$ cat src/rtl/sofl_pkg.sv
package sofl_pkg;

  localparam int unsigned PageBytes  = 4096;
  localparam int unsigned MaxObjects = 256;
  localparam int unsigned SizeW      = 13;
  localparam int unsigned OffW       = 12;
  localparam int unsigned CntW       = 9;
  localparam int unsigned IdxW       = 8;
  localparam int unsigned Depth      = 256;
  localparam int unsigned SizeMin    = 16;
  localparam int unsigned SizeMax    = 4096;
  localparam int unsigned SizeReset  = 64;
  localparam int unsigned CapReset   = (PageBytes - PageBytes / SizeReset) / SizeReset;
  localparam int unsigned DivSteps   = SizeW;
  localparam int unsigned DivCntW    = 4;

  // register index of object_size in the APB map
  localparam logic RegObjectSize = 1'b0;

  typedef enum logic {
    MODE_ALLOC,
    MODE_FREE
  } mode_e;

  typedef enum logic [1:0] {
    STATUS_OK,
    STATUS_FULL,
    STATUS_BAD_FREE
  } status_e;

  typedef enum logic [1:0] {
    DIV_OFFSET,
    DIV_PAGE,
    DIV_PAGE_LESS_MARKS
  } div_src_e;

  typedef enum logic [3:0] {
    ST_IDLE,
    ST_ALLOC_RD,
    ST_ALLOC_MUL,
    ST_FREE_START,
    ST_FREE_DIV,
    ST_DONE,
    ST_CAP_START1,
    ST_CAP_DIV1,
    ST_CAP_START2,
    ST_CAP_DIV2,
    ST_CAP_LOAD
  } state_e;

  typedef struct packed {
    logic     in_load;
    logic     div_start;
    div_src_e div_src;
    logic     cap_load;
    logic     stk_read;
    logic     mul_load;
    logic     commit;
  } cmd_t;

  typedef struct packed {
    logic div_busy;
    logic out_free;
  } sts_t;

endpackage

$ cat src/rtl/sofl_ctrl.sv
module sofl_ctrl (
  input  logic               clk_i,
  input  logic               rst_ni,
  input  logic               in_valid_i,
  input  sofl_pkg::mode_e    in_mode_i,
  input  logic               cfg_wr_i,
  input  sofl_pkg::sts_t     sts_i,
  output logic               in_ready_o,
  output sofl_pkg::cmd_t     cmd_o
);

  sofl_pkg::state_e state_q, state_d;

  always_ff @(posedge clk_i or negedge rst_ni) begin
    if (!rst_ni) begin
      state_q <= sofl_pkg::ST_IDLE;
    end else begin
      state_q <= state_d;
    end
  end

  always_comb begin
    state_d    = state_q;
    cmd_o      = '0;
    in_ready_o = 1'b0;
    unique case (state_q)
      sofl_pkg::ST_IDLE: begin
        in_ready_o = !cfg_wr_i;
        if (in_valid_i && !cfg_wr_i) begin
          cmd_o.in_load = 1'b1;
          state_d = (in_mode_i == sofl_pkg::MODE_FREE) ? sofl_pkg::ST_FREE_START
                                                       : sofl_pkg::ST_ALLOC_RD;
        end
      end
      sofl_pkg::ST_ALLOC_RD: begin
        cmd_o.stk_read = 1'b1;
        state_d = sofl_pkg::ST_ALLOC_MUL;
      end
      sofl_pkg::ST_ALLOC_MUL: begin
        cmd_o.mul_load = 1'b1;
        state_d = sofl_pkg::ST_DONE;
      end
      sofl_pkg::ST_FREE_START: begin
        cmd_o.div_start = 1'b1;
        cmd_o.div_src   = sofl_pkg::DIV_OFFSET;
        state_d = sofl_pkg::ST_FREE_DIV;
      end
      sofl_pkg::ST_FREE_DIV: begin
        if (!sts_i.div_busy) state_d = sofl_pkg::ST_DONE;
      end
      sofl_pkg::ST_DONE: begin
        // hold the result until the output register can take it
        if (sts_i.out_free) begin
          cmd_o.commit = 1'b1;
          state_d = sofl_pkg::ST_IDLE;
        end
      end
      sofl_pkg::ST_CAP_START1: begin
        cmd_o.div_start = 1'b1;
        cmd_o.div_src   = sofl_pkg::DIV_PAGE;
        state_d = sofl_pkg::ST_CAP_DIV1;
      end
      sofl_pkg::ST_CAP_DIV1: begin
        if (!sts_i.div_busy) state_d = sofl_pkg::ST_CAP_START2;
      end
      sofl_pkg::ST_CAP_START2: begin
        cmd_o.div_start = 1'b1;
        cmd_o.div_src   = sofl_pkg::DIV_PAGE_LESS_MARKS;
        state_d = sofl_pkg::ST_CAP_DIV2;
      end
      sofl_pkg::ST_CAP_DIV2: begin
        if (!sts_i.div_busy) state_d = sofl_pkg::ST_CAP_LOAD;
      end
      sofl_pkg::ST_CAP_LOAD: begin
        cmd_o.cap_load = 1'b1;
        state_d = sofl_pkg::ST_IDLE;
      end
      default: state_d = sofl_pkg::ST_IDLE;
    endcase
    // a size write restarts the capacity computation
    if (cfg_wr_i) begin
      state_d = sofl_pkg::ST_CAP_START1;
    end
  end

endmodule

$ cat src/rtl/sofl_dp.sv
module sofl_dp (
  input  logic                          clk_i,
  input  logic                          rst_ni,
  input  sofl_pkg::cmd_t                cmd_i,
  output sofl_pkg::sts_t                sts_o,
  input  logic                          cfg_wr_i,
  input  logic [sofl_pkg::SizeW-1:0]    cfg_size_i,
  output logic [sofl_pkg::SizeW-1:0]    size_o,
  input  sofl_pkg::mode_e               in_mode_i,
  input  logic [sofl_pkg::OffW-1:0]     in_offset_i,
  input  logic                          out_ready_i,
  output logic                          out_valid_o,
  output logic [sofl_pkg::OffW-1:0]     out_offset_o,
  output sofl_pkg::status_e             out_status_o,
  output logic [sofl_pkg::CntW-1:0]     out_in_use_o
);

  localparam int unsigned SizeW = sofl_pkg::SizeW;
  localparam int unsigned OffW  = sofl_pkg::OffW;
  localparam int unsigned CntW  = sofl_pkg::CntW;
  localparam int unsigned IdxW  = sofl_pkg::IdxW;
  localparam int unsigned Depth = sofl_pkg::Depth;

  // configuration and pool state
  logic [SizeW-1:0]     size_q;
  logic [CntW-1:0]      cap_q;
  logic [CntW-1:0]      in_use_q;
  logic [Depth-1:0]     valid_q;

  // item registers
  sofl_pkg::mode_e      mode_q;
  logic [OffW-1:0]      offset_q;

  // stack memory and read port
  logic [IdxW-1:0]      mem [Depth];
  logic [IdxW-1:0]      rd_data_q;
  logic                 rd_valid_q;
  logic [IdxW-1:0]      rd_addr_q;
  logic [OffW-1:0]      prod_q;

  // divider
  logic                        div_busy_q;
  logic [sofl_pkg::DivCntW-1:0] div_cnt_q;
  logic [SizeW-1:0]            dvd_q;
  logic [SizeW-1:0]            rem_q;
  logic [SizeW-1:0]            quo_q;

  // output register
  logic                 out_valid_q;
  logic [OffW-1:0]      out_offset_q;
  sofl_pkg::status_e    out_status_q;
  logic [CntW-1:0]      out_in_use_q;

  logic [SizeW-1:0]     eff_size;
  logic [SizeW:0]       rem_sh;
  logic [SizeW:0]       rem_diff;
  logic                 rem_ge;
  logic [SizeW-1:0]     dividend;
  logic [IdxW-1:0]      stk_idx;
  logic [IdxW+SizeW-1:0] prod_full;
  logic                 full;
  logic                 bad;
  logic [CntW-1:0]      use_dec;
  logic [CntW-1:0]      use_next;
  logic [OffW-1:0]      res_offset;
  sofl_pkg::status_e    res_status;
  logic                 free_ok;

  always_comb begin
    if (size_q < SizeW'(sofl_pkg::SizeMin)) begin
      eff_size = SizeW'(sofl_pkg::SizeMin);
    end else if (size_q > SizeW'(sofl_pkg::SizeMax)) begin
      eff_size = SizeW'(sofl_pkg::SizeMax);
    end else begin
      eff_size = size_q;
    end
  end

  // restoring division, one quotient bit a cycle
  assign rem_sh   = {rem_q, dvd_q[SizeW-1]};
  assign rem_ge   = rem_sh >= {1'b0, eff_size};
  assign rem_diff = rem_sh - {1'b0, eff_size};

  always_comb begin
    case (cmd_i.div_src)
      sofl_pkg::DIV_OFFSET:          dividend = {1'b0, offset_q};
      sofl_pkg::DIV_PAGE:            dividend = SizeW'(sofl_pkg::PageBytes);
      sofl_pkg::DIV_PAGE_LESS_MARKS: dividend = SizeW'(sofl_pkg::PageBytes) - quo_q;
      default:                       dividend = '0;
    endcase
  end

  always_ff @(posedge clk_i or negedge rst_ni) begin
    if (!rst_ni) begin
      div_busy_q <= 1'b0;
      div_cnt_q  <= '0;
    end else if (cmd_i.div_start) begin
      div_busy_q <= 1'b1;
      div_cnt_q  <= sofl_pkg::DivCntW'(sofl_pkg::DivSteps - 1);
    end else if (div_busy_q) begin
      div_cnt_q <= div_cnt_q - 1'b1;
      if (div_cnt_q == '0) div_busy_q <= 1'b0;
    end
  end

  always_ff @(posedge clk_i) begin
    if (cmd_i.div_start) begin
      dvd_q <= dividend;
      rem_q <= '0;
      quo_q <= '0;
    end else if (div_busy_q) begin
      dvd_q <= {dvd_q[SizeW-2:0], 1'b0};
      rem_q <= rem_ge ? rem_diff[SizeW-1:0] : rem_sh[SizeW-1:0];
      quo_q <= {quo_q[SizeW-2:0], rem_ge};
    end
  end

  // item capture, stack read and offset multiply
  assign stk_idx   = rd_valid_q ? rd_data_q : rd_addr_q;
  assign prod_full = {{SizeW{1'b0}}, stk_idx} * {{IdxW{1'b0}}, eff_size};

  always_ff @(posedge clk_i) begin
    if (cmd_i.in_load) begin
      mode_q   <= in_mode_i;
      offset_q <= in_offset_i;
    end
    if (cmd_i.stk_read) begin
      rd_data_q  <= mem[in_use_q[IdxW-1:0]];
      rd_valid_q <= valid_q[in_use_q[IdxW-1:0]];
      rd_addr_q  <= in_use_q[IdxW-1:0];
    end
    if (cmd_i.mul_load) begin
      prod_q <= prod_full[OffW-1:0];
    end
  end

  // result of the item in flight
  assign full    = in_use_q >= cap_q;
  assign bad     = (in_use_q == '0) || (quo_q >= SizeW'(cap_q));
  assign use_dec = in_use_q - 1'b1;
  assign free_ok = cmd_i.commit && (mode_q == sofl_pkg::MODE_FREE) && !bad;

  always_comb begin
    if (mode_q == sofl_pkg::MODE_ALLOC) begin
      res_status = full ? sofl_pkg::STATUS_FULL : sofl_pkg::STATUS_OK;
      res_offset = full ? '0 : prod_q;
      use_next   = full ? in_use_q : in_use_q + 1'b1;
    end else begin
      res_status = bad ? sofl_pkg::STATUS_BAD_FREE : sofl_pkg::STATUS_OK;
      res_offset = '0;
      use_next   = bad ? in_use_q : use_dec;
    end
  end

  always_ff @(posedge clk_i) begin
    if (free_ok) begin
      mem[use_dec[IdxW-1:0]] <= quo_q[IdxW-1:0];
    end
  end

  always_ff @(posedge clk_i or negedge rst_ni) begin
    if (!rst_ni) begin
      size_q      <= SizeW'(sofl_pkg::SizeReset);
      cap_q       <= CntW'(sofl_pkg::CapReset);
      in_use_q    <= '0;
      valid_q     <= '0;
      out_valid_q <= 1'b0;
    end else begin
      if (cfg_wr_i) size_q <= cfg_size_i;
      if (cmd_i.cap_load) begin
        cap_q <= (quo_q > SizeW'(sofl_pkg::MaxObjects)) ? CntW'(sofl_pkg::MaxObjects)
                                                        : quo_q[CntW-1:0];
      end
      if (cmd_i.commit) in_use_q <= use_next;
      // an empty page falls back to identity order
      if (free_ok) begin
        if (use_dec == '0) begin
          valid_q <= '0;
        end else begin
          valid_q[use_dec[IdxW-1:0]] <= 1'b1;
        end
      end
      if (cmd_i.commit) begin
        out_valid_q <= 1'b1;
      end else if (out_ready_i) begin
        out_valid_q <= 1'b0;
      end
    end
  end

  always_ff @(posedge clk_i) begin
    if (cmd_i.commit) begin
      out_offset_q <= res_offset;
      out_status_q <= res_status;
      out_in_use_q <= use_next;
    end
  end

  assign sts_o.div_busy = div_busy_q;
  assign sts_o.out_free = !out_valid_q || out_ready_i;

  assign size_o       = size_q;
  assign out_valid_o  = out_valid_q;
  assign out_offset_o = out_offset_q;
  assign out_status_o = out_status_q;
  assign out_in_use_o = out_in_use_q;

endmodule

$ cat src/rtl/slab_object_free_list.sv
// Channel   Dir  Handshake              Payload
// s_axis    in   tvalid/tready          tdata: free_offset; tuser: mode
// m_axis    out  tvalid/tready          tdata: object_offset, in_use; tuser: status
// apb       in   psel/penable/pready    object_size at address 0
//
// Allocate passes through stack read, multiply and commit before its result shows.
// Free shows its result after the 13-step restoring divider has computed
// offset / size. Both commit only once the output register is free.
// A write to object_size recomputes capacity with two divisions
// while s_axis_tready stays low. The next item is taken while a result waits.
// Reset empties the pool, restores identity order and sets object_size to 64.
module slab_object_free_list (
  input  logic        clk_i,
  input  logic        rst_ni,
  input  logic        s_axis_tvalid,
  output logic        s_axis_tready,
  input  logic [15:0] s_axis_tdata,   // [11:0] free_offset, [15:12] zero
  input  logic        s_axis_tuser,   // [0] mode
  output logic        m_axis_tvalid,
  input  logic        m_axis_tready,
  output logic [23:0] m_axis_tdata,   // [11:0] object_offset, [20:12] in_use, [23:21] zero
  output logic [1:0]  m_axis_tuser,   // [1:0] status
  input  logic        psel,
  input  logic        penable,
  input  logic        pwrite,
  input  logic [2:0]  paddr,
  input  logic [31:0] pwdata,
  output logic [31:0] prdata,
  output logic        pready
);

  sofl_pkg::cmd_t                   cmd;
  sofl_pkg::sts_t                   sts;
  logic                             cfg_wr;
  logic [sofl_pkg::SizeW-1:0]       size;
  logic [sofl_pkg::OffW-1:0]        out_offset;
  sofl_pkg::status_e                out_status;
  logic [sofl_pkg::CntW-1:0]        out_in_use;

  assign pready = 1'b1;
  assign cfg_wr = psel && penable && pwrite && (paddr[2] == sofl_pkg::RegObjectSize);
  assign prdata = (paddr[2] == sofl_pkg::RegObjectSize)
                ? {{(32 - sofl_pkg::SizeW){1'b0}}, size} : '0;

  sofl_ctrl u_ctrl (
    .clk_i      (clk_i),
    .rst_ni     (rst_ni),
    .in_valid_i (s_axis_tvalid),
    .in_mode_i  (sofl_pkg::mode_e'(s_axis_tuser)),
    .cfg_wr_i   (cfg_wr),
    .sts_i      (sts),
    .in_ready_o (s_axis_tready),
    .cmd_o      (cmd)
  );

  sofl_dp u_dp (
    .clk_i        (clk_i),
    .rst_ni       (rst_ni),
    .cmd_i        (cmd),
    .sts_o        (sts),
    .cfg_wr_i     (cfg_wr),
    .cfg_size_i   (pwdata[sofl_pkg::SizeW-1:0]),
    .size_o       (size),
    .in_mode_i    (sofl_pkg::mode_e'(s_axis_tuser)),
    .in_offset_i  (s_axis_tdata[sofl_pkg::OffW-1:0]),
    .out_ready_i  (m_axis_tready),
    .out_valid_o  (m_axis_tvalid),
    .out_offset_o (out_offset),
    .out_status_o (out_status),
    .out_in_use_o (out_in_use)
  );

  assign m_axis_tdata = {3'b000, out_in_use, out_offset};
  assign m_axis_tuser = out_status;

endmodule

$ cat config.mk
export PLATFORM = sky130hd
export DESIGN_NAME = slab_object_free_list
export DESIGN_NICKNAME = d
export VERILOG_FILES = /design/src/rtl/sofl_pkg.sv /design/src/rtl/sofl_ctrl.sv /design/src/rtl/sofl_dp.sv /design/src/rtl/slab_object_free_list.sv
export SDC_FILE = /design/constraint.sdc
export NUM_CORES = 2
export LEC_CHECK = 0
export BUFFER_PORTS_ARGS = -buffer_cell sky130_fd_sc_hd__buf_2
export CAP_MARGIN = 25
export CORE_MARGIN = 1.5
export CORE_UTILIZATION = 49
export CTS_BUF_LIST = sky130_fd_sc_hd__clkbuf_16
export CTS_CLUSTER_SIZE = 10
export DETAILED_ROUTE_END_ITERATION = 7
export HOLD_SLACK_MARGIN = 0.02
export PLACE_DENSITY = 0.7
export SLEW_MARGIN = 20
export SYNTH_ARGS = -nofsm -noshare
export SYNTH_HDL_FRONTEND = slang
export SYNTH_SLANG_ARGS = --single-unit
$ cat constraint.sdc
create_clock -name clk_i -period 7.95 [get_ports clk_i]
set_clock_uncertainty 0.2 [all_clocks]
set_input_delay 0.3975 -clock clk_i [delete_from_list [all_inputs] [get_ports clk_i]]
set_output_delay 0.3975 -clock clk_i [all_outputs]
set_load 0.02 [all_outputs]
==> run_results.csv <==
group,metric,value,unit
critical_path,crit_fanout,9,
floorplanning,initial_core_util,0.493,
floorplanning,dieWidth,451,µm
routing,vias_per_cell,6.24,
synthesis,yosysWarnings,0,
synthesis,synth.cell_area,0.0984,mm²
critical_path,cp-startpoint,"u_dp.size_o[0]",
critical_path,crit_top_cell,"fa_1",
floorplanning,core,0.200,mm²
sta,setup_violations,0,
clock_tree,cts_tree,"yes",
critical_path,cp.arrival,6.30,ns
layout,syn_to_final_growth,12.7,%
global_route,grt_pass1_wl,353000,µm
critical_path,r2r_cells,16,
critical_path,critPathCaptureType,"register",
clock_tree,clockBufferDepth,4,
routing,postRouteAntennaNets,0,
critical_path,r2r_start,"u_dp.size_o[0]",
routing,first_iter_violations,5949,
layout,register_area,0.0718,mm²
clock_tree,clk_latency,0.91,ns
routing,drt_wl_total,238000,µm
layout,layout_commonest_cell,"edfxtp_1",
layout,fin_nets,5570,
global_route,grt_pass1_vias,52300,
layout,layout_common_cells,"edfxtp_1 (2126), mux4_2 (556), nor2_1 (381), clkbuf_16 (305), dfrtp_1 (286)",
clock_tree,cts_resized,0,
critical_path,cp-endpoint,"u_dp.prod_q[11]",
layout,multi_input_area,0.0248,mm²
clock_tree,clkTransAtPathRegs,0.05,ns
critical_path,critical_path.cell_chain,"or4_1, o31ai_1, o31a_1, nand2_1, or2_2, fa_1, fa_1, fa_1, fa_1, inv_1, ha_1, inv_1, o21bai_1, a21oi_1, o21ai_0, xnor2_1",
synthesis,yosysUniqueCellTypes,77,
critical_path,worst_ep_required_time,8.39,ns
placement,port_buffers,71,
floorplanning,die_y,451,µm
critical_path,slowest_stage,"fa_1",
synthesis,ys_seq_elements,2449,
critical_path,r2r_end,"u_dp.prod_q[11]",
floorplanning,ios,120,
sta,min_period,5.86,ns
power_and_ir_drop,finalPower,39.4,mW
clock_tree,clock-sinks,2449,
power_and_ir_drop,p_per_area,355,mW/mm²
routing,wl_per_cell,28.7,µm
synthesis,synth-edff-count,2126,
critical_path,critPathMaxStageDelay,0.56,ns
clock_tree,cts.htree.levels,5,
sta,clock.fmax,171,MHz
layout,fin_util,0.555,
placement,routabilityCongestion,0.860,
placement,placed_cell_area,0.101,mm²
floorplanning,die_area,0.203,mm²
sta,rsz0062_at_grt,"false",
run_status,status,"complete, no violations",
synthesis,synthCells,5209,
routing,drc,0,
sta,hold_violations,0,
layout,final_layout_size_suffix_gt1_frac,0.200,
sta,finalCritPeriodShare,0.737,
synthesis,synth_ff_type,"edfxtp_1",
job,drv_cap,0,
global_route,grt_usage,0.235,
sta,relSlewSlack,0.107,
power_and_ir_drop,leakage,37.5,nW
routing,vias,51700,
synthesis,async_flop_share,0.121,
floorplanning,num_rows,164,
global_route,antenna_found_initial,1,
clock_tree,numCtsBuffers,298,
sta,tightest_slew,1.34,ns
layout,fillers,14800,
min_path,min_path_type,"input port to register",
synthesis,synth-seq-area-share,0.730,
global_route,grt_max_degree,221,
clock_tree,root_buffer,"clkbuf_16",
critical_path,r2r_setup_slack,2.09,ns
sta,slew_viol_final,0,
power_and_ir_drop,ir_drop,332,µV
routing,dr.pass1.iters,6,
critical_path,crit_type,"register to register",
sta,tns,0,ns
placement,dp_hpwl,137000,µm
synthesis,synth.avg_cell_area,18.9,µm²
critical_path,cp-start-kind,"register",
layout,final_area,0.111,mm²
global_route,grt_overflow,0,
==> kinds of logic after synthesis <==
| group | count (synthesis) | synth area share |
|---|---|---|
| AO/OA/AOI/OAI | 829 | 0.0615 |
| other | 2 | 0.0000763 |
| adder cells (fa/ha/maj) | 95 | 0.0149 |
| multiplexers | 641 | 0.136 |
| XOR/XNOR | 53 | 0.00487 |
| AND/OR/NAND/NOR | 716 | 0.0326 |
| buffers and inverters | 424 | 0.0201 |
| flip-flops | 2449 | 0.730 |
==> registers in the layout, indices dropped and copies added (netlist names), 12 cells and up, named ones only <==
register	flops
u_dp.dvd_q	13
u_dp.rem_q	13
u_dp.valid_q	255
u_dp.out_offset_o	12
u_dp.quo_q	13
u_dp.prod_q	12
u_dp.size_o	13
u_dp.offset_q	12
u_dp.mem	2048
==> worst min path at each step <==
stage,endpoint,slack (ns),cells past startpoint,start
after floorplan,async pin,-0.1,0,rst_ni
after global placement,u_dp.size_o[5],0.22,1,rst_ni
after detailed placement,u_dp.size_o[5],0.22,1,rst_ni
after CTS,u_dp.size_o[4],0.02,4,pwdata[4]
after global routing,u_dp.mode_q,0.07,2,s_axis_tuser
final,u_dp.size_o[1],0.1,4,pwdata[1]
==> layer usage <==
layer  wire [µm]  track usage  up-vias
li1            -            -    21500
met1       95300        0.329    27300
met2      111000        0.358     2483
met3       22200       0.0561      458
met4        9550       0.0928        0
met5           0            0        -
==> critical path: cells and delay by family (launching register included) <==
kind	cells	cell delay, ns
adders and majority gates	5	2.29
AOI/OAI and AO/OA	5	1.35
and+or+nand+nor	3	1.19
DFF	1	0.40
buffers and inverters	2	0.09
xor gates and xnor gates	1	0.09
==> synthesized netlist by cell type, types with 7 or more instances <==
library cell,number,area [µm²]
buf_4,23,173
dfxtp_1,26,521
dfstp_2,7,184
buf_1,29,109
nand2b_1,19,119
nor2b_1,27,169
a22o_1,71,622
a22oi_1,163,1220
fa_1,37,741
mux4_2,556,12500
a221oi_1,72,631
nand2_1,129,484
inv_1,79,297
nor3_1,30,150
ha_1,58,726
edfxtp_1,2126,63800
nand4_1,33,206
xnor2_1,36,315
buf_2,70,350
dfrtp_1,290,7260
nand3_1,17,85.1
or3_1,9,56.3
nor2_1,383,1440
buf_6,28,315
and2_1,18,113
o21ai_0,48,240
a21oi_1,107,536
o21a_1,266,2000
o22ai_1,19,119
o221ai_1,24,210
xor2_1,15,131
mux2i_1,79,791
a211oi_1,10,75.1
or2_2,14,87.6
clkbuf_1,193,724
==> power by group <==
part           switching, mW  internal (mW)  leakage, nW  total (mW)
Combinational           7.12           4.14         8.97        11.3
Sequential             0.568           15.8         23.7        16.4
Clock                   4.92           6.85         4.86        11.8
Total                   12.6           26.8         37.5        39.4
==> cell type report <==
type,instances,share of cell area
Multi-Input combinational cell,2357,0.224
Antenna cell,1,0.0000226
Clock buffer,305,0.0689
Timing Repair Buffer,229,0.0189
Tap cell,2656,0.0300
Sequential cell,2449,0.648
Clock inverter,213,0.00768
Inverter,81,0.00274
==> repair_timing <==
item | CTS | global route
hold buffers | 54 | 0
hold endpoints to repair | 112 | 0
buffers inserted | 0 | 0
==> stage by stage <==
stage	setup WS, ns	instances	hold WS, ns
after floorplan	1.12	5230	-0.0981
after global placement	2.13	7693	0.220
after detailed placement	2.08	7700	0.220
after CTS	2.07	8272	0.0228
after global routing	1.79	8290	0.0746
final	2.09	8291	0.0996
(Power assumes the default switching activity.)
